==> src/cfba_pkg.sv <==
// Shared constants, types and codes for the contiguous frame bitmap allocator.
package cfba_pkg;

    localparam int MAX_FRAMES  = 4096;
    localparam int FRAME_BYTES = 4096;
    localparam int FRAME_SHIFT = $clog2(FRAME_BYTES);
    localparam int WORD_BITS   = 32;
    localparam int WORD_IW     = $clog2(WORD_BITS);
    localparam int WORDS       = MAX_FRAMES / WORD_BITS;
    localparam int WORD_AW     = $clog2(WORDS);
    localparam int FRAME_IW    = $clog2(MAX_FRAMES);
    localparam int CNT_W       = 13;
    localparam int ADDR_W      = 32;
    localparam int OUT_ADDR_W  = 31;
    localparam int FIDX_W      = ADDR_W - 1 - FRAME_SHIFT;
    localparam int CFG_IDX_W   = 2;

    localparam logic [ADDR_W-1:0] KERNEL_BIT    = 32'h8000_0000;
    localparam logic [ADDR_W-1:0] BASE_RESET    = 32'h8000_0000;
    localparam logic [CNT_W-1:0]  FCOUNT_RESET  = 13'd4096;
    localparam logic [CNT_W-1:0]  MAX_FRAMES_C  = CNT_W'(MAX_FRAMES);

    localparam logic OP_ALLOC = 1'b0;
    localparam logic OP_FREE  = 1'b1;

    localparam logic [CFG_IDX_W-1:0] CFG_BASE   = 2'd0;
    localparam logic [CFG_IDX_W-1:0] CFG_FCOUNT = 2'd1;

    typedef enum logic [1:0] {
        STAT_OK       = 2'd0,
        STAT_NOMEM    = 2'd1,
        STAT_BADADDR  = 2'd2,
        STAT_NOTALLOC = 2'd3
    } status_t;

    typedef enum logic [2:0] {
        ST_CLEAR,
        ST_IDLE,
        ST_SCAN,
        ST_RNG_RD,
        ST_RNG_OP,
        ST_RESP
    } state_t;

    typedef enum logic [1:0] {
        RNG_CHECK,
        RNG_SET,
        RNG_CLEAR
    } rng_mode_t;

    typedef struct packed {
        logic                 rd_en;
        logic [WORD_AW-1:0]   rd_addr;
        logic                 wr_en;
        logic [WORD_AW-1:0]   wr_addr;
        logic [WORD_BITS-1:0] wr_data;
    } mem_req_t;

    typedef struct packed {
        logic               hit;
        logic [WORD_IW-1:0] hit_pos;
        logic               all_free;
        logic [WORD_IW:0]   tail_run;
    } run_res_t;

endpackage

==> src/cfba_run_finder.sv <==
// Word-wide first-fit unit: finds the lowest frame that completes a free run.
module cfba_run_finder (
    input  logic [cfba_pkg::WORD_BITS-1:0] used,
    input  logic [cfba_pkg::CNT_W-1:0]     run_in,
    input  logic [cfba_pkg::CNT_W-1:0]     count,
    output cfba_pkg::run_res_t             res
);
    import cfba_pkg::*;

    logic [WORD_BITS-1:0] hit_vec;

    // Each bit position checks its own window; no dependence between positions.
    always_comb begin
        logic [WORD_BITS-1:0] win;
        logic [WORD_IW-1:0]   start;
        logic [CNT_W:0]       reach;
        hit_vec = '0;
        win     = '0;
        start   = '0;
        reach   = '0;
        for (int i = 0; i < WORD_BITS; i++) begin
            if (count <= CNT_W'(i + 1)) begin
                start = WORD_IW'(CNT_W'(i + 1) - count);
                win   = ({WORD_BITS{1'b1}} << start) & ({WORD_BITS{1'b1}} >> (WORD_BITS - 1 - i));
                hit_vec[i] = ~|(used & win);
            end else begin
                win   = {WORD_BITS{1'b1}} >> (WORD_BITS - 1 - i);
                reach = {1'b0, run_in} + (CNT_W + 1)'(i + 1);
                hit_vec[i] = ~|(used & win) && (reach >= {1'b0, count});
            end
        end
    end

    always_comb begin
        res.hit      = |hit_vec;
        res.hit_pos  = '0;
        for (int i = WORD_BITS - 1; i >= 0; i--) begin
            if (hit_vec[i]) begin
                res.hit_pos = WORD_IW'(i);
            end
        end
        res.all_free = ~|used;
        // free frames above the highest used bit carry into the next word
        res.tail_run = (WORD_IW + 1)'(WORD_BITS);
        for (int i = 0; i < WORD_BITS; i++) begin
            if (used[i]) begin
                res.tail_run = (WORD_IW + 1)'(WORD_BITS - 1 - i);
            end
        end
    end

endmodule

==> config.mk <==
export PLATFORM = sky130hd
export DESIGN_NAME = cfba_run_finder
export DESIGN_NICKNAME = d
export VERILOG_FILES = /design/src/cfba_pkg.sv /design/src/cfba_run_finder.sv
export SDC_FILE = /design/constraint.sdc
export NUM_CORES = 1
export LEC_CHECK = 0
export BUFFER_PORTS_ARGS = -buffer_cell sky130_fd_sc_hd__buf_2
export CORE_MARGIN = 3
export CORE_UTILIZATION = 25
export DETAILED_ROUTE_END_ITERATION = 10
export PLACE_DENSITY = 0.41
export SLEW_MARGIN = 20
export SYNTH_ARGS = -nofsm -noshare
export SYNTH_HDL_FRONTEND = slang
export SYNTH_SLANG_ARGS = --single-unit
==> constraint.sdc <==
create_clock -name vclk -period 9.2
set_input_delay 0.46 -clock vclk [all_inputs]
set_output_delay 0.46 -clock vclk [all_outputs]
set_load 0.1 [all_outputs]
==> key figures <==
Run status
  • Outcome: completed

Layout
  • Layout cell share with drive strength beyond 1: 6.286%
  • Finished Cell Area: 0.01961 mm²
  • Fill cells: 8062
  • Nets@finish: 3060
  • Seq_cells: 0
  • CLK BUF: 0
  • Util after Layout: 27.29%
  • Register Area: 0 µm²
  • Area growth from synthesis to layout: 7.409%

Clock tree
  • Post-CTS Resized: 0
  • Post-CTS Setup Repair Bufs: 0
  • Hold buffers post-CTS: 0

Synthesis
  • Syn Nets: 3098
  • Synth Warn #: 0
  • Post-synthesis cell type count: 86
  • Post-synthesis cell count: 2649
  • Area contributors post-synth: ha_1 (27%), xnor2_1 (7.9%), xor2_1 (5.9%)
  • Synth top area share: 26.80%
  • Synthesized area: 0.01826 mm²
  • Sequential area share after synthesis: 0%
  • Mapped Avg Cell Area: 6.892 µm²
  • Post-synth top area cell: ha_1

Floorplanning
  • Top Ports: 71
  • Cell Rows: 98
  • Die area: 0.07630 mm²
  • Initial Util: 25.41%
  • Die X: 276.2 µm
  • Total core area: 0.07185 mm²
  • Die Height: 276.2 µm

Drt
  • 1st-iter DRT viols: 2290
  • Vias per cell: 6.090
  • Wire per inst: 29.79 µm
  • Drt pass-1 iters: 7
  • Post-Route WL: 106.1 mm
  • # DRC: 0
  • Post-route antenna net violation count: 0
  • Total number of vias: 21686

Hold path
  • HP Class: input pin to output pin

Timing
  • Final Setup Violations: 0
  • Setup TNS: 0 ns
  • Worst Tran Pin Value: 1.138 ns
  • Max frequency: 138.4 MHz
  • RSZ-0062 raised after global routing: false
  • Hold Fails Final Rpt: 0
  • Period Utilization, post-route: 78.54%
  • Max-slew violations: 0
  • Slew headroom: 23.41%
  • Hold WS: 1.436 ns
  • Minimum clock period: 7.226 ns

Placement
  • Placed Area: 0.01960 mm²
  • Post-DP HPWL: 76.36 mm
  • GP Congestion: 1.001
  • Port Buf Inserts: 71

Global routing
  • Tot GR Track Use: 26.21%
  • Vias in the first global route: 20910
  • Number of antenna violations at the first check in global routing: 2
  • Pin count of the biggest net entering global routing: 47
  • First-pass GRT wire length: 151.1 mm
  • Gr ovfl total: 0

Power
  • Leak: 8.421 nW
  • Maximum vdd drop: 36.50 µV
  • Design Power: 1.167 mW
  • Power Dens Cells: 59.52 mW/mm²

Critical path
  • Arrival time at the worst endpoint: 6.77 ns
  • Critical Path RT: 8.74 ns
  • Crit Path Max Fanout: 21
  • Critical Setup Path Class: input pin to output pin
  • Crit path launch type: input pin
  • Crit. End Element: output pin

Run
  • Maxcap violations: 0
[routing by layer]
metal / vias up / routed length (µm) / global-route usage, %
met5: - / 0 / 0
met4: 0 / 5482 / 11.39
met3: 262 / 7015 / 2.482
met2: 1115 / 48440 / 43.76
met1: 10614 / 45150 / 34.25
li1: 9695 / - / -
[stage by stage]
| stage | instances | setup slack (ns) |
|---|---|---|
| detailed placement | 3559 | 2.315 |
| CTS | 3559 | 2.264 |
| floorplan | 2649 | 2.613 |
| global placement | 3559 | 2.265 |
| finish | 3561 | 1.974 |
| global route | 3559 | 1.691 |
[synthesized netlist by cell type, drive strengths merged, types with 47 or more instances]
cell / instances
nand3: 72
o21ai: 162
a21oi: 214
nor2b: 47
nand2: 218
xnor2: 165
a21o: 62
ha: 391
xor2: 124
inv: 112
clkbuf: 140
nor2: 238
nand2b: 51
[critical path: stages]
cell and delay, ns:
buf_2 0.27, inv_1 0.78, ha_1 0.63, a21boi_0 0.90
nand2b_1 0.22, xnor2_1 0.07, ha_1 0.33, a21oi_1 0.15
o21ai_0 0.11, a2111oi_0 0.42, a21oi_1 0.13, o21ai_0 0.55
o31ai_1 0.34, nand2b_1 0.26, nor3b_1 0.32, o311ai_1 0.13
a31oi_1 0.22, buf_2 0.45
[path summary, 6_finish.rpt]
| path | from | endpoint | slack, ns | cells past startpoint |
|---|---|---|---|---|
| worst min-delay path | used[31] | res[1] | 1.44 | 3 |
| worst max-delay path | run_in[4] | res[9] | 1.97 | 18 |
[cell families after synthesis]
family / synth area share, %
compound gates: 31.05
simple gates: 21.86
fa+ha+maj: 27.13
xor+xnor: 13.86
buf+inv: 5.921
mux: 0.1782
[power breakdown]
group | internal (mW) | switching, mW | total, mW
sequential | 0 | 0 | 0
clock | 0.0000000282 | 0 | 0.0000000282
combinational | 0.391 | 0.776 | 1.17
total | 0.391 | 0.776 | 1.17
[placed cells by master (no fill, tap or decap), drive strengths merged, types with 15 or more instances in the layout]
| master | count |
|---|---|
| o2111ai | 22 |
| and2 | 15 |
| nor2 | 238 |
| nand4 | 28 |
| ha | 391 |
| a21boi | 16 |
| nand2 | 218 |
| and3 | 22 |
| o21a | 33 |
| a221oi | 18 |
| o211ai | 26 |
| nand3 | 72 |
| a2111oi | 25 |
| a21oi | 214 |
| nor2b | 47 |
| xor2 | 124 |
| a21o | 62 |
| o22ai | 29 |
| a211oi | 33 |
| nand2b | 51 |
| a31oi | 40 |
| nor4 | 27 |
| inv | 108 |
| xnor2 | 165 |
| buf | 131 |
| nor3 | 44 |
| o21ai | 162 |
[area by class of cell]
cell class | count | area, µm² | share of cell area [%]
Tap cell | 950 | 1189 | 6.062
Inverter | 114 | 427.9 | 2.182
Timing Repair Buffer | 131 | 805.8 | 4.109
Antenna cell | 2 | 5.005 | 0.02552
Multi-Input combinational cell | 2364 | 17180 | 87.62
No activity file was read; power rests on OpenSTA's default activity.
