## src/cfba_pkg.sv

```systemverilog
// Shared constants, types and codes for the contiguous frame bitmap allocator.
package cfba_pkg;

    localparam int MAX_FRAMES  = 4096;
    localparam int FRAME_BYTES = 4096;
    localparam int FRAME_SHIFT = $clog2(FRAME_BYTES);
    localparam int WORD_BITS   = 32;
    localparam int WORD_IW     = $clog2(WORD_BITS);
    localparam int WORDS       = MAX_FRAMES / WORD_BITS;
    localparam int WORD_AW     = $clog2(WORDS);
    localparam int FRAME_IW    = $clog2(MAX_FRAMES);
    localparam int CNT_W       = 13;
    localparam int ADDR_W      = 32;
    localparam int OUT_ADDR_W  = 31;
    localparam int FIDX_W      = ADDR_W - 1 - FRAME_SHIFT;
    localparam int CFG_IDX_W   = 2;

    localparam logic [ADDR_W-1:0] KERNEL_BIT    = 32'h8000_0000;
    localparam logic [ADDR_W-1:0] BASE_RESET    = 32'h8000_0000;
    localparam logic [CNT_W-1:0]  FCOUNT_RESET  = 13'd4096;
    localparam logic [CNT_W-1:0]  MAX_FRAMES_C  = CNT_W'(MAX_FRAMES);

    localparam logic OP_ALLOC = 1'b0;
    localparam logic OP_FREE  = 1'b1;

    localparam logic [CFG_IDX_W-1:0] CFG_BASE   = 2'd0;
    localparam logic [CFG_IDX_W-1:0] CFG_FCOUNT = 2'd1;

    typedef enum logic [1:0] {
        STAT_OK       = 2'd0,
        STAT_NOMEM    = 2'd1,
        STAT_BADADDR  = 2'd2,
        STAT_NOTALLOC = 2'd3
    } status_t;

    typedef enum logic [2:0] {
        ST_CLEAR,
        ST_IDLE,
        ST_SCAN,
        ST_RNG_RD,
        ST_RNG_OP,
        ST_RESP
    } state_t;

    typedef enum logic [1:0] {
        RNG_CHECK,
        RNG_SET,
        RNG_CLEAR
    } rng_mode_t;

    typedef struct packed {
        logic                 rd_en;
        logic [WORD_AW-1:0]   rd_addr;
        logic                 wr_en;
        logic [WORD_AW-1:0]   wr_addr;
        logic [WORD_BITS-1:0] wr_data;
    } mem_req_t;

    typedef struct packed {
        logic               hit;
        logic [WORD_IW-1:0] hit_pos;
        logic               all_free;
        logic [WORD_IW:0]   tail_run;
    } run_res_t;

endpackage

```

## src/cfba_bitmap_ram.sv

```systemverilog
// Bitmap storage: one word per 32 frames, one write and one registered read port.
module cfba_bitmap_ram (
    input  logic                        aclk,
    input  cfba_pkg::mem_req_t          req,
    output logic [cfba_pkg::WORD_BITS-1:0] rd_data
);
    import cfba_pkg::*;

    logic [WORD_BITS-1:0] mem [WORDS];

    always_ff @(posedge aclk) begin
        if (req.wr_en) begin
            mem[req.wr_addr] <= req.wr_data;
        end
        if (req.rd_en) begin
            rd_data <= mem[req.rd_addr];
        end
    end

endmodule

```

## config.mk

```make
export PLATFORM = sky130hd
export DESIGN_NAME = cfba_bitmap_ram
export DESIGN_NICKNAME = d
export VERILOG_FILES = /design/src/cfba_pkg.sv /design/src/cfba_bitmap_ram.sv
export SDC_FILE = /design/constraint.sdc
export NUM_CORES = 2
export LEC_CHECK = 0
export ABC_CLOCK_PERIOD_IN_PS = 4930
export BUFFER_PORTS_ARGS = -buffer_cell sky130_fd_sc_hd__buf_4
export CELL_PAD_IN_SITES_DETAIL_PLACEMENT = 0
export CELL_PAD_IN_SITES_GLOBAL_PLACEMENT = 2
export CORE_MARGIN = 3
export CORE_UTILIZATION = 40
export DETAILED_ROUTE_END_ITERATION = 10
export GPL_ROUTABILITY_DRIVEN = 0
export GPL_TIMING_DRIVEN = 0
export PLACE_DENSITY = 0.6
export SLEW_MARGIN = 0
export SYNTH_ARGS = -nofsm -noshare
export SYNTH_HDL_FRONTEND = slang
export SYNTH_SLANG_ARGS = --single-unit
export TNS_END_PERCENT = 30
```

## constraint.sdc

```tcl
create_clock -name aclk -period 4.93 [get_ports aclk]
set_clock_uncertainty 0.1 [all_clocks]
set_input_delay 0.493 -clock aclk [delete_from_list [all_inputs] [get_ports aclk]]
set_output_delay 0.493 -clock aclk [all_outputs]
set_load 0.01 [all_outputs]
```

==> results list <==
* Total global routing overflow: 0
- The netlist uses 16 different library cells.
* Sequential share of the synthesized area: 0.792
- Count of H-tree levels built during CTS: 5
- For this configuration, the core starts out at a cell density of 0.402.
- CTS max path bufs: 4
- After layout, the minimum clock period comes to 4.43 ns.
* Final critical-path setup slack: between 0.5 and 0.6 ns
* Hold EP: mem[102][27]$_DFFE_PP_
* Crit-path slowest cell: buf_1
* Post-detailed-routing wire length: approximately 450 mm
* Clock tree from TritonCTS: yes
- After synthesis the cells add up to about 160000 µm².
- DRT antenna net count: 0
- STA puts the critical path data arrival time at 5.01 ns.
- The Yosys step of the flow raised 0 warnings.
- Detailed routing inserted a total of 71.6k vias.
- Worst Setup End Kind: register
* Nets in the synthesized netlist: between 6k and 7k
* Std cell rows: 229
- Across the run, the number of max-cap violations was 0.
- Number of pins exceeding their max-slew limit in the final report: 0
* Pwr Total: roughly 75 mW
- Number of antenna violations at the first check in global routing: 70
- Total placed instance area: 168000 µm²
- The setup path with the least slack is of type primary input to register.
- Clock tree synthesis selected as its root buffer the cell clkbuf_16.
- Result of the run: finished clean
* Share of synthesized flip-flops with an asynchronous set or reset: 0
* Post-synthesis cell type with the largest combined area: edfxtp_1
- Number of filler cells placed in the layout: roughly 32k
- Hold buffer count at cts: 15
* Total Die Area: 399000 µm²
- Vias in the first global route: 72.5k
- Half-perimeter wire length after placement: a little over 300 mm
- The worst register-to-register path ends at rd_data[14]$_DFFE_PP_.
* IO Port Bufs: 69
* Average wire per cell in the routed design: ~37 µm
- Chip Width: ~630 µm
* Final worst path period share: 0.898
* Achievable Freq: 226 MHz
- Core area: 389000 µm²
* Post-route DRC: 0
- Footprint of the multi-input gates: 32300 µm²
- Post CTS Setup Buffer Count: 0
- VDD sags by at most 0.000290 V.
* Power density of the placed cells: between 400 and 500 nW/µm²
- Number of gates given a new drive strength after cts: 0
- Measured against its own limit, the worst slew margin works out to 0.0575.
- In this run the critical register-to-register path is launched from mem[30][14]$_DFFE_PP_.
* Final count of hold timing violations: 0
- Static Leak: between 50 and 60 nW
* Internal reg-to-reg setup slack: 1.76 ns
- The final layout contains a little under 7k nets.
- In this run the worst hold path is classified as primary input to register.
* Depth of the worst register-to-register path: 4
- Unrepaired setup endpoints after global routing: false
* Data required time at the worst endpoint: around 5.5 ns
* CTS Sinks: 4128
* Actual transition at the worst max-transition pin: 1.41 ns
- Entering global routing, the biggest net connects between 100 and 150 pins.
- Counting the buffers created by CTS gives 431.
* Post-Place Worst Slack: -0.449 ns
- Number of enable-type register cells in the synthesized netlist: 4128
- DRT iter0 DRCs: 9115
- Total Routing Usage GR: 0.228
- Traced cell by cell, the critical path runs through clkbuf_1 > buf_2 > clkbuf_2 > buf_16 > buf_1 > mux4_2 > mux4_2 > mux4_2 > mux2_2.
- Final setup violation count: 0
- From synthesis to final layout, the design area changed by 16.8%.
- Of all nets on the critical path, the largest fanout is 10.
* Startpoint of the tightest hold check path: req[33]
- Averaged over all synthesized cells, the footprint is 26.1 µm².
* Area of all placed cells without fillers: approximately 180000 µm²
- Delay of the slowest critical-path stage: just under 0.9 ns
* Hold Crit Depth: 3
* Area share of the largest cell type after synthesis: 0.792
* Flops & latches, synth: 4128
- Clock slew at reported path FFs: 0.06 ns
- The pre-antenna-repair detailed-routing pass consisted of 6 iterations.
* Floorplan die height: 632 µm
- Kind of start point of the critical path: primary input
- After technology mapping, the gate count stands at 5990.
* Detailed-route vias per instance: just under 6
- Boundary pin count: a little over 80
- In the final layout, the share of cells above drive strength 1 is 0.348.
* Area taken by flip-flops and latches: 124000 µm²
- Synth top area cells: edfxtp_1 79%, mux4_2 19%, clkbuf_1 0.44%
- For this run, the leading register cell type out of synthesis is edfxtp_1.
- For the worst-skew pair, the clock arrives at the later sink with an insertion delay of 0.99 ns.
- Measured on the finished design, the core utilization comes to 0.470.
* CP most frequent cell: mux4_2
- The first global-routing pass estimated a little over 600 mm of wire.
## worst max-delay path: cells and delay by family
family	cells	cell delay [ns]
buf+inv	5	2.38
mux	4	2.07
## worst max path at each step
stage | start | end | depth (start not counted)
floorplan | req[39] | mem[98][0]$_DFFE_PP_ | 3
global placement | req[36] | mem[84][20]$_DFFE_PP_ | 4
detailed placement | req[42] | rd_data[27]$_DFFE_PP_ | 9
CTS | req[42] | rd_data[27]$_DFFE_PP_ | 9
global route | req[42] | rd_data[27]$_DFFE_PP_ | 9
finish | req[42] | rd_data[27]$_DFFE_PP_ | 9
## state kept, by name, indices dropped and copies added (netlist names)
name	count
rd_data	32
mem	4096
## placed cells by master, fill, tap and decap left out, drive strengths merged
master	instances
clkinvlp	8
buf	405
bufinv	36
dlygate4sd3	33
inv	13
nand2	14
mux4	1344
nand2b	2
edfxtp	4128
nand3	12
clkinv	194
diode	71
mux2	32
clkbuf	721
nor3	9
nand4	3
or3	1
nor2	122
nor2b	7
## Yosys cell counts, types with 3 or more instances
cell / n
edfxtp_1: 4128
mux4_2: 1344
clkbuf_1: 182
nor2_1: 122
buf_2: 79
buf_1: 50
mux2_2: 32
nand2_1: 14
nand3_1: 12
nor3_1: 9
nor2b_1: 7
buf_4: 3
nand4_1: 3
## per-layer routing
layer / part of all wire / global-route usage / wire length (µm) / vias to the layer above
li1: - / - / - / 28084
met1: 0.41 / 0.321 / 187000 / 40141
met4: 0.025 / 0.0618 / 11400 / 4
met3: 0.074 / 0.0403 / 33900 / 546
met2: 0.49 / 0.368 / 223000 / 2860
met5: 0.000066 / 0 / 30 / -
## where the power goes
part | internal [mW] | switching [mW] | leakage [nW]
registers | 38.8 | 0.0488 | 37.1
logic | 1.52 | 2.80 | 11.9
clock network | 18.0 | 13.5 | 6.62
total | 58.4 | 16.4 | 55.6
## logic make-up after synthesis
group | count (synthesis) | share of synthesized area
buffers and inverters | 316 | 0.00837
DFF | 4128 | 0.792
muxes | 1376 | 0.196
and+or+nand+nor | 170 | 0.00445
## final cells by class
class,instances,area share
antenna,71,0.000971
buffer,316,0.00738
clock buffer,538,0.0615
clock inverter,251,0.0126
multi-input combinational,1546,0.176
sequential,4128,0.677
tap,5197,0.0355
timing repair buffer,305,0.0282
## through the flow
| stage | cells | setup TNS, ns | hold WS, ns |
|---|---|---|---|
| 2_1_floorplan | 5990 | 0 | 0.492 |
| 3_3_place_gp | 11256 | -3577.09 | 0.815 |
| 3_5_place_dp | 11441 | -9.86 | 0.805 |
| 4_1_cts | 12245 | 0 | 0.0454 |
| 5_1_grt | 12317 | 0 | 0.101 |
| 6_report | 12352 | 0 | 0.125 |
No activity file was read; power rests on OpenSTA's default activity.
